==> src/sv/assert_macros.svh <==
// assertion macros shared by the button classifier rtl
// depends on nothing; each file that asserts includes this header
`ifndef ASSERT_MACROS_SVH
`define ASSERT_MACROS_SVH

// clocked check, switched off while reset is high
`define BCLH_ASSERT(name, clk, rst, prop, msg) \
  name: assert property (@(posedge clk) disable iff (rst) prop) else $error(msg);

// clocked check that also holds during reset
`define BCLH_ASSERT_ALWAYS(name, clk, prop, msg) \
  name: assert property (@(posedge clk) prop) else $error(msg);

`endif

==> src/sv/bclh_pkg.sv <==
// types, constants and register codes for the button click/long/hold classifier
// no dependencies
package bclh_pkg;

  localparam int COUNT_WIDTH_DEF = 16;
  localparam int DEB_W  = 8;
  localparam int THR_W  = 16;
  localparam int HELD_W = 16;
  localparam int CFG_IDX_W  = 2;
  localparam int CFG_DATA_W = 16;

  localparam logic [DEB_W-1:0] DEBOUNCE_RESET = 8'd25;
  localparam logic [THR_W-1:0] LONG_RESET     = 16'd800;
  localparam logic [THR_W-1:0] HOLD_RESET     = 16'd3000;

  localparam logic [CFG_IDX_W-1:0] REG_DEBOUNCE = 2'd0;
  localparam logic [CFG_IDX_W-1:0] REG_LONG     = 2'd1;
  localparam logic [CFG_IDX_W-1:0] REG_HOLD     = 2'd2;

  typedef enum logic [1:0] {
    EV_NONE  = 2'd0,
    EV_CLICK = 2'd1,
    EV_LONG  = 2'd2,
    EV_HOLD  = 2'd3
  } bclh_event_t;

  typedef struct packed {
    logic stable_level;
    logic press_active;
    logic long_done;
    logic hold_done;
  } bclh_flags_t;

  typedef struct packed {
    bclh_event_t             event_res;
    logic                    activity;
    logic [HELD_W-1:0]       held_ticks;
  } bclh_result_t;

endpackage

==> src/sv/bclh_step.sv <==
// next-state and result logic for one tick of the classifier
// depends on bclh_pkg
module bclh_step
  import bclh_pkg::*;
#(
  parameter int COUNT_WIDTH = COUNT_WIDTH_DEF
) (
  input  logic [DEB_W-1:0]       debounce_ms,
  input  logic [THR_W-1:0]       long_ms,
  input  logic [THR_W-1:0]       hold_ms,
  input  bclh_flags_t            flags,
  input  logic [COUNT_WIDTH-1:0] since_edge,
  input  logic [COUNT_WIDTH-1:0] held_count,
  input  logic                   level,
  input  logic                   force_click,
  input  logic                   rearm,
  output bclh_flags_t            flags_next,
  output logic [COUNT_WIDTH-1:0] since_edge_next,
  output logic [COUNT_WIDTH-1:0] held_count_next,
  output bclh_result_t           result
);

  // compare width wide enough for both counters and thresholds
  localparam int CW = (COUNT_WIDTH > THR_W) ? COUNT_WIDTH : THR_W;

  localparam logic [COUNT_WIDTH-1:0] CNT_MAX = {COUNT_WIDTH{1'b1}};
  localparam logic [CW-1:0] HELD_MAX = CW'({HELD_W{1'b1}});

  bclh_flags_t            f;
  logic [COUNT_WIDTH-1:0] se;
  logic [COUNT_WIDTH-1:0] hc;
  logic [CW-1:0]          hc_ext;
  bclh_event_t            ev;
  logic                   act;
  logic [HELD_W-1:0]      held;

  always_comb begin
    f  = flags;
    se = (since_edge == CNT_MAX) ? since_edge : since_edge + COUNT_WIDTH'(1);
    hc = held_count;
    if (flags.press_active && held_count != CNT_MAX) begin
      hc = held_count + COUNT_WIDTH'(1);
    end

    if (rearm) begin
      f.stable_level = level;
      f.press_active = 1'b0;
      f.long_done    = 1'b1;
      f.hold_done    = 1'b1;
      se = '0;
      hc = '0;
    end

    ev  = EV_NONE;
    act = 1'b0;
    hc_ext = CW'(hc);

    priority if (force_click) begin
      ev = EV_CLICK;
    end else if (level != f.stable_level) begin
      act = 1'b1;
      // edge outside the debounce window is taken
      if (CW'(se) >= CW'(debounce_ms)) begin
        se = '0;
        f.stable_level = level;
        if (!level) begin
          f.press_active = 1'b1;
          f.long_done    = 1'b0;
          f.hold_done    = 1'b0;
        end else begin
          if (f.press_active && !f.long_done) begin
            ev = EV_CLICK;
          end
          f.press_active = 1'b0;
        end
        hc = '0;
      end
    end else if (!level && f.press_active) begin
      // at most one event per tick, long before hold
      if (!f.long_done && hc_ext > CW'(long_ms)) begin
        f.long_done = 1'b1;
        ev = EV_LONG;
      end else if (f.long_done && !f.hold_done && hc_ext > CW'(hold_ms)) begin
        f.hold_done = 1'b1;
        ev = EV_HOLD;
      end
    end else begin
      // steady level with no press to time
      ev = EV_NONE;
    end

    hc_ext = CW'(hc);
    priority if (!f.press_active) begin
      held = '0;
    end else if (hc == '0) begin
      held = HELD_W'(1);
    end else if (hc_ext > HELD_MAX) begin
      held = {HELD_W{1'b1}};
    end else begin
      held = hc_ext[HELD_W-1:0];
    end
  end

  assign flags_next        = f;
  assign since_edge_next   = se;
  assign held_count_next   = hc;
  assign result.event_res  = ev;
  assign result.activity   = act;
  assign result.held_ticks = held;

endmodule

==> config.mk <==
export PLATFORM = sky130hd
export DESIGN_NAME = bclh_step
export DESIGN_NICKNAME = d
export VERILOG_FILES = /design/src/sv/assert_macros.svh /design/src/sv/bclh_pkg.sv /design/src/sv/bclh_step.sv
export SDC_FILE = /design/constraint.sdc
export NUM_CORES = 1
export LEC_CHECK = 0
export ABC_AREA = 1
export BUFFER_PORTS_ARGS = -buffer_cell sky130_fd_sc_hd__clkbuf_2
export CAP_MARGIN = 20
export CORE_MARGIN = 2
export CORE_UTILIZATION = 45
export DETAILED_ROUTE_END_ITERATION = 16
export PLACE_DENSITY = 0.9
export SETUP_SLACK_MARGIN = 0.3
export SYNTH_ARGS = -nofsm -noshare
export SYNTH_HDL_FRONTEND = slang
export SYNTH_SLANG_ARGS = --single-unit
==> constraint.sdc <==
create_clock -name vclk -period 5.65
set_input_delay 1.695 -clock vclk [all_inputs]
set_output_delay 1.695 -clock vclk [all_outputs]
set_load 0.005 [all_outputs]
==> results by group, run 1 <==
Outcome
  – Outcome: stopped before the end
  – Fail Step: global routing (5_1_grt)
  – First error: [ERROR GRT-0232] Routing congestion too high. Check the congestion heatmap in the GUI.

Yosys
  – Sequential-to-total area share from yosys stat: 0%
  – Yosys cell types: 35
  – Top cells by area, synth: ha_1, nand2_1, inv_1
  – Synthesized area: roughly 2800 µm²
  – Synth top area share: a little under a fifth
  – Syn Nets: around 650
  – Mapped Cells: ~530
  – Synth area leader: ha_1
  – Syn avg cell area: roughly 5.3 µm²
  – YS warnings: 0

Placed design
  – Pre-CTS setup slack: -0.598 ns
  – Port bufs: 134
  – Detail Placement HPWL: between 10 and 15 mm
  – RD Place Congestion: between 1 and 1.5

Global route
  – Gr usage total: between 80% and 90%
  – Gr ovfl total: 197
  – Pin count of the biggest net entering global routing: 24

Floorplanning
  – Die Y: 82.6 µm
  – Starting Density: around 47%
  – Row cnt: 28
  – IO Count: 134
  – Die Wd: 82.6 µm

STA
  – Category of the worst endpoint: top-level output
  – Worst setup endpoint GRT: flags_next[0]

Clock network
  – Hold-fix buffers, CTS: 0
cell usage after synthesis, types with 2 or more instances:
| library cell | count |
|---|---|
| xnor2_1 | 2 |
| nor2_2 | 5 |
| nor3_1 | 14 |
| o21bai_1 | 3 |
| nand2_4 | 2 |
| a211oi_1 | 4 |
| nand2_2 | 2 |
| nor3_2 | 2 |
| nand3_1 | 30 |
| nor2_4 | 3 |
| ha_1 | 42 |
| nor2_1 | 77 |
| o2111ai_1 | 2 |
| inv_1 | 112 |
| clkbuf_1 | 5 |
| nand3_2 | 2 |
| o21ai_0 | 27 |
| buf_6 | 3 |
| inv_2 | 2 |
| nand2_1 | 118 |
| nand4_1 | 13 |
| a21oi_1 | 30 |
| xor2_1 | 9 |
| nor4_1 | 5 |
logic make-up after synthesis:
family / Yosys count / share of synthesized area, %
compound gates: 72 / 14.8
buf+inv: 126 / 18.7
xor+xnor: 11 / 3.47
simple gates: 274 / 44.1
fa+ha+maj: 42 / 18.9
per-stage QoR:
step	instances	utilization [%]	cell area, µm²
after floorplan	525	-	2910
after global placement	833	74.6	4450
after detailed placement	833	74.6	4450
after CTS	851	84.1	5010
repair_timing:
| item | in CTS |
|---|---|
| cloned | 4 |
| pin swaps | 39 |
| setup buffers | 14 |
| setup endpoints to repair | 54 |
| gates resized for setup | 101 |
routing by layer:
layer	overflow	GRT usage, %
met5	0	10.8
met4	46	96.9
met3	1	52.7
met2	147	109
met1	3	74.0
==> run 2, diff against run 1 <==
--- a/config.mk
+++ b/config.mk
@@ -9,10 +9,9 @@
 export BUFFER_PORTS_ARGS = -buffer_cell sky130_fd_sc_hd__clkbuf_2
 export CAP_MARGIN = 20
 export CORE_MARGIN = 2
-export CORE_UTILIZATION = 45
+export CORE_UTILIZATION = 30
 export DETAILED_ROUTE_END_ITERATION = 16
-export PLACE_DENSITY = 0.9
-export SETUP_SLACK_MARGIN = 0.3
+export PLACE_DENSITY_LB_ADDON = 0.15
 export SYNTH_ARGS = -nofsm -noshare
 export SYNTH_HDL_FRONTEND = slang
 export SYNTH_SLANG_ARGS = --single-unit
==> constraint.sdc (replaced) <==
create_clock -name vclk -period 7.35
set_input_delay 2.205 -clock vclk [all_inputs]
set_output_delay 2.205 -clock vclk [all_outputs]
set_load 0.005 [all_outputs]
==> results by group, run 2 <==
Run
  – Max Cap Viol: 0

Detailed routing
  – WL/cell: about 13 µm
  – Residual DRC count: 0
  – WL final: 10.3 mm
  – First-pass DRT Iterations: 5
  – DR vias: 3866
  – Vias/cell: slightly below 5
  – Final ANT Viol Nets: 0
  – Number of DRC markers in iteration 0: roughly 170

Worst setup path
  – Maximum fanout along the worst path: 6
  – Crit Path Class: primary input to output pin
  – CP startpoint kind: primary input
  – Worst Path Required: slightly above 5 ns
  – CP startpoint: since_edge[0]
  – Crit path to: result[0]
  – Worst setup EP type: output pin
  – Worst EP arrival: between 4 and 5 ns

Outcome
  – Outcome: finished clean

Final layout
  – Area delta synth->final: 43.7%
  – Seq. cell area: 0 µm²
  – Layout cell share with drive strength beyond 1: 32.5%
  – N_diodes: 0
  – Layout clock buffer count: 0
  – Most common cell after layout, fill and taps aside: clkbuf_2
  – Commonest non-fill, non-tap cells in the layout: clkbuf_2, nand2_1, inv_1
  – Filler cell count: a little over 1000
  – Finished Layout Cells: 795
  – Final Net Count: approximately 810
  – Seq cells: 0

Floorplanning
  – Die ar.: 10100 µm²
  – Row cnt: 35 (+25%)
  – Die Y: 100 µm (+21%)
  – Starting Density: 30.5% (-16 points)
  – Die Wd: 100 µm (+21%)
  – IO Count: 134 (unchanged)
  – Core area: between 9000 and 10000 µm²

Yosys
  – Syn Nets: 646 (unchanged)
  – Synth area leader: ha_1
  – Post-synth top cells: nand2_1, inv_1, nor2_1
  – Top cells by area, synth: ha_1, nand2_1, inv_1
  – Most frequent cell after synthesis: nand2_1
  – YS warnings: 0 (unchanged)
  – Mapped Cells: 525 (unchanged)
  – Syn avg cell area: 5.30 µm² (unchanged)
  – Synthesized area: 2780 µm² (unchanged)
  – Sequential-to-total area share from yosys stat: 0% (unchanged)
  – Yosys cell types: 35 (unchanged)
  – Synth top area share: 18.9% (unchanged)

Pwr
  – Gate power share: 100.0%
  – Peak supply drop: between 0.02 and 0.025 mV
  – LEAKAGE: 2.48 nW
  – Clock network fraction of design power: 0%
  – Cell-internal power: just under 0.1 mW
  – Flop pwr share: 0%
  – Switch share: between 50 and 60%
  – Psw: roughly 0.13 mW
  – Final Total Pwr: between 0.2 and 0.25 mW
  – PD cells: 57.0 nW/µm²

Placed design
  – RD Place Congestion: 0.916 (-13%)
  – Pre-CTS setup slack: -0.000260 ns (+0.598 ns)
  – Detail Placement HPWL: 8.75 mm (-14%)
  – Port bufs: 134 (unchanged)
  – Placed cell count: 784 (-5.9%)

Min path
  – Hold Crit Class: primary input to output pin

STA
  – Setup TNS: 0 ns
  – Worst Tran Pin Value: between 0.3 and 0.4 ns
  – Finish-stage setup viols: 0
  – Setup WS post-layout: 0.212 ns
  – Minimum clock period: a little over 7 ns
  – Fin. Hold Viols: 0
  – Crit share post-route: approximately 97%
  – Fmax: roughly 140 MHz
  – Slew HR: 73.9%
  – RSZ-0062 raised after global routing: true
  – Slew Viols, Final: 0

Clock network
  – Hold-fix buffers, CTS: 0 (unchanged)

Global route
  – Gr usage total: between 10% and 20%
  – First-pass GRT wire length: 16.0 mm
  – Initial antenna violation count: 0
  – Gr ovfl total: 0
  – Vias in the first global route: about 3400
  – Pin count of the biggest net entering global routing: 24
==> run 2: layout make-up <==
class | count | area, µm² | area share (%)
repair inverters | 1 | 5.00 | 0.125
multi-input cells | 399 | 2420 | 60.5
inverters | 115 | 442 | 11.1
well taps | 111 | 139 | 3.48
repair buffers | 169 | 995 | 24.9
==> run 2: worst min-delay path by stage <==
stage               startpoint    endpoint  slack [ns]  cells past startpoint
floorplan             flags[1]  result[18]        4.47                      1
global placement      flags[1]  result[18]        4.70                      3
detailed placement    flags[1]  result[18]        4.70                      3
CTS                   flags[1]  result[18]        4.70                      3
global route          flags[1]  result[18]        4.73                      3
finish                flags[1]  result[18]        4.70                      3
==> run 2: worst max-delay path, stage by stage <==
cell      delay (ns)
clkbuf_2        0.11
buf_4           0.15
inv_1           0.07
nor2_4          0.16
nand2_1         0.11
xnor2_1         0.15
o21ai_1         0.16
inv_1           0.06
ha_1            0.29
a21oi_1         0.19
nand2_1         0.09
nor2_2          0.10
nand3_2         0.13
o21bai_4        0.30
buf_12          0.16
o21ai_0         0.12
nand2_1         0.09
nor2_1          0.04
nand2_1         0.06
a21oi_2         0.05
clkbuf_2        0.12
==> run 2: logic make-up after synthesis <==
group | Yosys count | synth area share (%)
xor+xnor | 11 | 3.47
fa+ha+maj | 42 | 18.9
simple gates | 274 | 44.1
compound gates | 72 | 14.8
buf+inv | 126 | 18.7
==> run 2: repair_timing <==
item / CTS / global route
gates resized for setup: 1 / 48
cloned: 0 / 3
setup endpoints to repair: 1 / 52
buffers inserted: 0 / 8
pin swaps: 0 / 11
==> run 2: power groups by stage <==
| stage | clock network, mW | logic, mW | registers (mW) |
|---|---|---|---|
| 2_1_floorplan | 0 | 0.120 | 0 |
| 5_1_grt | 0 | 0.257 | 0 |
| 4_1_cts | 0 | 0.206 | 0 |
| 3_3_place_gp | 0 | 0.204 | 0 |
| 3_5_place_dp | 0 | 0.204 | 0 |
| 6_report | 0 | 0.228 | 0 |
==> run 2: metrics by stage <==
stage               utilization (%)  hold WS [ns]  cell area, µm²
floorplan                         -          4.47            2780
global placement               40.7          4.70            3710
detailed placement             40.7          4.70            3710
CTS                            40.8          4.70            3710
global route                   43.9          4.73            4000
finish                         43.9          4.70            4000
==> run 2: per-layer routing <==
metal,vias to the layer above,GRT usage (%),share of wire (%)
met3,13,0.905,5.9
met2,143,31.3,45
met5,-,0,0
met4,0,3.16,1.4
met1,1714,28.4,48
li1,1996,-,-
Power figures use the tool's default switching activity.
==> run 3, diff against run 2 <==
--- a/config.mk
+++ b/config.mk
@@ -9,9 +9,10 @@
 export BUFFER_PORTS_ARGS = -buffer_cell sky130_fd_sc_hd__clkbuf_2
 export CAP_MARGIN = 20
 export CORE_MARGIN = 2
-export CORE_UTILIZATION = 30
+export CORE_UTILIZATION = 28
 export DETAILED_ROUTE_END_ITERATION = 16
 export PLACE_DENSITY_LB_ADDON = 0.15
+export RECOVER_POWER = 25
 export SYNTH_ARGS = -nofsm -noshare
 export SYNTH_HDL_FRONTEND = slang
 export SYNTH_SLANG_ARGS = --single-unit
==> results by group, run 3 (same netlist as run 2, synthesis figures left out) <==
STA
  – Setup TNS: 0 ns (unchanged)
  – Setup WS post-layout: 0.223 ns (+0.0117 ns)
  – Fmax: 140 MHz (+0.16%)
  – RSZ-0062 raised after global routing: true
  – Finish-stage setup viols: 0 (unchanged)
  – Worst Tran Pin Value: 0.441 ns (+0.0522 ns)
  – Slew Viols, Final: 0 (unchanged)
  – Fin. Hold Viols: 0 (unchanged)
  – WHS: 4.70 ns (+0.00230 ns)
  – Crit share post-route: 97.0% (-0.16 points)
  – Minimum clock period: 7.13 ns (-0.0117 ns)
  – Slew HR: 70.6% (-3.3 points)

Placed design
  – Pre-CTS setup slack: -0.0769 ns (-0.0766 ns)
  – Detail Placement HPWL: 9.26 mm (+5.8%)
  – RD Place Congestion: 0.876 (-4.4%)
  – Post-Place Cell Area: 3870 µm² (+4.4%)
  – Port bufs: 134 (unchanged)

Worst setup path
  – Buf+Inv Stages, Crit Path: 6 (unchanged)
  – Worst Path Required: 5.14 ns (about the same)
  – Top Family by Delay on Critical Path: simple AND/OR/NAND/NOR gates
  – Crit path largest cell delay: 0.28 ns (-0.02 ns)
  – Worst EP arrival: 4.92 ns (about the same)
  – CP startpoint kind: primary input
  – Slowest cell on crit path: ha_1
  – Worst setup EP type: output pin
  – Maximum fanout along the worst path: 11 (+5)
  – Worst path cell trace: clkbuf_2, ha_2, nand3_2, nor2_1, nand3_1, nand2_2, inv_4, nor2_1, o21bai_1, nor2_1, buf_4, ha_1, nand2_2, nor2_2, nand4_1, buf_4, nor4_4, buf_4, nor3_2, a21oi_1, o21ai_1, clkbuf_2
  – Crit Path Class: primary input to output pin

Final layout
  – Seq. cell area: 0 µm² (unchanged)
  – Final Net Count: 822 (+1.9%)
  – N_diodes: 0 (unchanged)
  – Filler cell count: 1076 (+3.6%)
  – Seq cells: 0 (unchanged)
  – Design area: 4070 µm² (+1.9%)
  – Fin util: 42.1% (-1.8 points)
  – Area delta synth->final: 46.5%
  – Layout clock buffer count: 0 (unchanged)
  – Commonest non-fill, non-tap cells in the layout: clkbuf_2, nand2_1, inv_1
  – Most common cell after layout, fill and taps aside: clkbuf_2
  – Layout cell share with drive strength beyond 1: 33.3% (+0.88 points)

Pwr
  – Cell-internal power: 0.0981 mW (+2.2%)
  – Psw: 0.132 mW (+0.12%)
  – Peak supply drop: 0.0239 mV (+9.4%)
  – Flop pwr share: 0% (unchanged)
  – LEAKAGE: 2.55 nW (+2.5%)
  – Gate power share: 100.0% (about the same)
  – PD cells: 56.4 nW/µm² (-0.94%)
  – Clock network fraction of design power: 0% (unchanged)
  – Switch share: 57.3% (-0.49 points)

Floorplanning
  – IO Count: 134 (unchanged)
  – Row cnt: 36 (+2.9%)
  – Starting Density: 28.7% (-1.8 points)
  – Die ar.: 10700 µm² (+6.9%)
  – Die Wd: 104 µm (+3.4%)
  – Core area: 9680 µm² (+6.3%)
  – Die Y: 104 µm (+3.4%)

Detailed routing
  – Number of DRC markers in iteration 0: 146 (-13%)
  – Final ANT Viol Nets: 0 (unchanged)
  – Residual DRC count: 0 (unchanged)
  – WL final: 10.8 mm (+4.5%)
  – DR vias: 3877 (+0.28%)
  – First-pass DRT Iterations: 4 (-1)
  – WL/cell: 13.0 µm (-0.14%)
  – Vias/cell: 4.66 (-4.2%)

Global route
  – Pin count of the biggest net entering global routing: 24 (unchanged)
  – Vias in the first global route: 3527 (+2.3%)
  – First-pass GRT wire length: 16.9 mm (+5.6%)
  – Initial antenna violation count: 0 (unchanged)
  – Gr ovfl total: 0 (unchanged)
  – Gr usage total: 18.5% (-0.74 points)

Min path
  – Hold Crit Class: primary input to output pin

Run
  – Max Cap Viol: 0 (unchanged)

Outcome
  – Outcome: finished clean
[run 3: metrics by stage]
step | total power, mW | cells
global route | 0.258 | 832
floorplan | 0.120 | 525
detailed placement | 0.214 | 824
CTS | 0.216 | 824
global placement | 0.215 | 824
finish | 0.230 | 832
[run 3: power groups by stage]
stage               clock network [mW]  logic (mW)  registers [mW]
finish                               0       0.230               0
floorplan                            0       0.120               0
global placement                     0       0.215               0
CTS                                  0       0.216               0
global route                         0       0.258               0
detailed placement                   0       0.214               0
[run 3: final cells by class]
| type | count | area [µm²] | area share, % |
|---|---|---|---|
| Tap cell | 133 | 166 | 4.08 |
| Inverter | 115 | 442 | 10.8 |
| Multi-Input combinational cell | 399 | 2380 | 58.4 |
| Timing Repair Buffer | 185 | 1090 | 26.7 |
[run 3: worst paths after layout]
path,from,endpoint,cells after the start
worst min-delay path,flags[1],result[18],3
worst max-delay path,held_count[0],result[17],22
[run 3: timing repair]
action                                  4_1_cts  5_1_grt
pin swaps                                     0       15
endpoints found under the setup margin        3       30
cloned                                        0        1
hold buffers                                  0        0
resized for setup                             2       39
setup buffers                                 0        7
[run 3: worst min-delay path: stages]
cell	delay [ns]
clkbuf_2	0.10
o31ai_1	0.08
clkbuf_2	0.11
[run 3: routing by layer]
metal | part of all wire, % | GRT usage, %
met2 | 45 | 31.9
met4 | 0.45 | 0
met3 | 5.9 | 1.64
met1 | 48 | 26.6
met5 | 0 | 0
==> run 4, diff against run 3 <==
--- a/config.mk
+++ b/config.mk
@@ -6,12 +6,12 @@
 export NUM_CORES = 1
 export LEC_CHECK = 0
 export ABC_AREA = 1
-export BUFFER_PORTS_ARGS = -buffer_cell sky130_fd_sc_hd__clkbuf_2
+export BUFFER_PORTS_ARGS = -buffer_cell sky130_fd_sc_hd__buf_2
 export CAP_MARGIN = 20
 export CORE_MARGIN = 2
 export CORE_UTILIZATION = 28
 export DETAILED_ROUTE_END_ITERATION = 16
-export PLACE_DENSITY_LB_ADDON = 0.15
+export PLACE_DENSITY = 0.59
 export RECOVER_POWER = 25
 export SYNTH_ARGS = -nofsm -noshare
 export SYNTH_HDL_FRONTEND = slang
==> results by group, run 4 (same netlist as run 2, synthesis figures left out) <==
Placed design
  – Detail Placement HPWL: 9.62 mm (+3.9%)
  – Pre-CTS setup slack: -0.126 ns (-0.0496 ns)
  – Post-Place Cell Area: 3810 µm² (-1.6%)
  – RD Place Congestion: 0.947 (+8.1%)
  – Port bufs: 134 (unchanged)

Detailed routing
  – First-pass DRT Iterations: 4 (unchanged)
  – Vias/cell: 4.73 (+1.6%)
  – Final ANT Viol Nets: 0 (unchanged)
  – WL final: 10.9 mm (+0.81%)
  – Number of DRC markers in iteration 0: 161 (+10%)
  – DR vias: 3867 (-0.26%)
  – WL/cell: 13.3 µm (+2.7%)
  – Residual DRC count: 0 (unchanged)

STA
  – Crit share post-route: 97.3% (+0.38 points)
  – Finish-stage setup viols: 0 (unchanged)
  – Minimum clock period: 7.15 ns (+0.0281 ns)
  – Fin. Hold Viols: 0 (unchanged)
  – RSZ-0062 raised after global routing: false
  – Worst Tran Pin Value: 0.407 ns (-0.0338 ns)
  – Setup WS post-layout: 0.195 ns (-0.0281 ns)
  – Fmax: 140 MHz (-0.39%)
  – Slew Viols, Final: 0 (unchanged)
  – Slew HR: 72.6% (+2.0 points)

Worst setup path
  – Worst setup EP type: output pin
  – Crit Path Class: primary input to output pin
  – CP startpoint kind: primary input
  – Maximum fanout along the worst path: 17 (+6)
  – Worst Path Required: 5.14 ns (about the same)
  – Worst EP arrival: 4.95 ns (+0.03 ns)

Final layout
  – Layout clock buffer count: 0 (unchanged)
  – Seq cells: 0 (unchanged)
  – Final Net Count: 807 (-1.8%)
  – Commonest non-fill, non-tap cells in the layout: buf_2, nand2_1, inv_1
  – Most common cell after layout, fill and taps aside: buf_2
  – Seq. cell area: 0 µm² (unchanged)
  – Layout cell share with drive strength beyond 1: 31.0% (-2.3 points)
  – N_diodes: 0 (unchanged)
  – Design area: 3920 µm² (-3.8%)
  – Area delta synth->final: 40.9%

Pwr
  – Cell-internal power: 0.0901 mW (-8.2%)
  – Clock network fraction of design power: 0% (unchanged)
  – Psw: 0.130 mW (-1.7%)
  – Gate power share: 100.0% (about the same)
  – Flop pwr share: 0% (unchanged)
  – Peak supply drop: 0.0229 mV (-4.0%)
  – Switch share: 59.0% (+1.7 points)
  – LEAKAGE: 2.48 nW (-2.8%)
  – PD cells: 56.1 nW/µm² (-0.64%)

Floorplanning
  – Die Y: 104 µm (unchanged)
  – Die Wd: 104 µm (unchanged)
  – Die ar.: 10700 µm² (unchanged)
  – IO Count: 134 (unchanged)
  – Starting Density: 28.7% (unchanged)
  – Row cnt: 36 (unchanged)
  – Core area: 9680 µm² (unchanged)

Global route
  – Initial antenna violation count: 0 (unchanged)
  – Gr usage total: 19.7% (+1.2 points)
  – Pin count of the biggest net entering global routing: 18 (-25%)
  – First-pass GRT wire length: 17.9 mm (+5.9%)
  – Gr ovfl total: 0 (unchanged)
  – Vias in the first global route: 3734 (+5.9%)

Run
  – Max Cap Viol: 0 (unchanged)

Min path
  – Hold Crit Class: primary input to output pin

Clock network
  – Hold-fix buffers, CTS: 0 (unchanged)

Outcome
  – Outcome: finished clean
[run 4: metrics by stage]
| step | utilization (%) | TNS (ns) | instances | total power [mW] | hold WS (ns) |
|---|---|---|---|---|---|
| floorplan | - | 0 | 525 | 0.120 | 4.47 |
| global route | 40.5 | 0 | 817 | 0.249 | 4.74 |
| CTS | 39.4 | 0 | 816 | 0.214 | 4.73 |
| detailed placement | 39.3 | -0.173 | 816 | 0.212 | 4.73 |
| finish | 40.5 | 0 | 817 | 0.220 | 4.73 |
| global placement | 39.3 | -0.184 | 816 | 0.211 | 4.72 |
[run 4: repair_timing]
| action | CTS | global route |
|---|---|---|
| buffers inserted | 0 | 1 |
| pin swaps | 0 | 4 |
| resized for setup | 2 | 29 |
| endpoints found under the setup margin | 2 | 35 |
[run 4: final cells by class]
cell class	instances	area (µm²)
fillers	1089	5770
inverters	115	442
multi-input cells	399	2360
well taps	133	166
repair buffers	170	950
[run 4: path summary, 6_finish.rpt]
| check | from | to | depth (start not counted) |
|---|---|---|---|
| hold / removal | flags[1] | result[18] | 3 |
| setup / recovery | held_count[0] | result[18] | 21 |
[run 4: critical path, cell delays in order]
cell       delay (ns)
buf_2            0.13
ha_2             0.20
nand3_2          0.08
nor2_1           0.12
nand3_1          0.12
nand2_4          0.13
inv_6            0.07
nor2_1           0.07
o21bai_1         0.11
nor2_1           0.09
buf_4            0.16
ha_1             0.26
nand2_1          0.07
inv_1            0.09
nand3_2          0.08
nor3_4           0.23
o21ai_2          0.11
o2111ai_2        0.09
nand2_1          0.10
o31ai_1          0.25
buf_2            0.18
[run 4: routing by layer]
| metal | track usage (%) | vias up | share of wire, % |
|---|---|---|---|
| met4 | 2.80 | 0 | 1.6 |
| met5 | 0 | - | 0 |
| li1 | - | 2002 | - |
| met1 | 25.2 | 1709 | 43 |
| met2 | 36.1 | 141 | 48 |
| met3 | 2.08 | 15 | 6.6 |
[run 4: power groups by stage]
| stage | Combinational, mW | Clock (mW) | Sequential (mW) |
|---|---|---|---|
| detailed placement | 0.212 | 0 | 0 |
| finish | 0.220 | 0 | 0 |
| global placement | 0.211 | 0 | 0 |
| global route | 0.249 | 0 | 0 |
| CTS | 0.214 | 0 | 0 |
| floorplan | 0.120 | 0 | 0 |
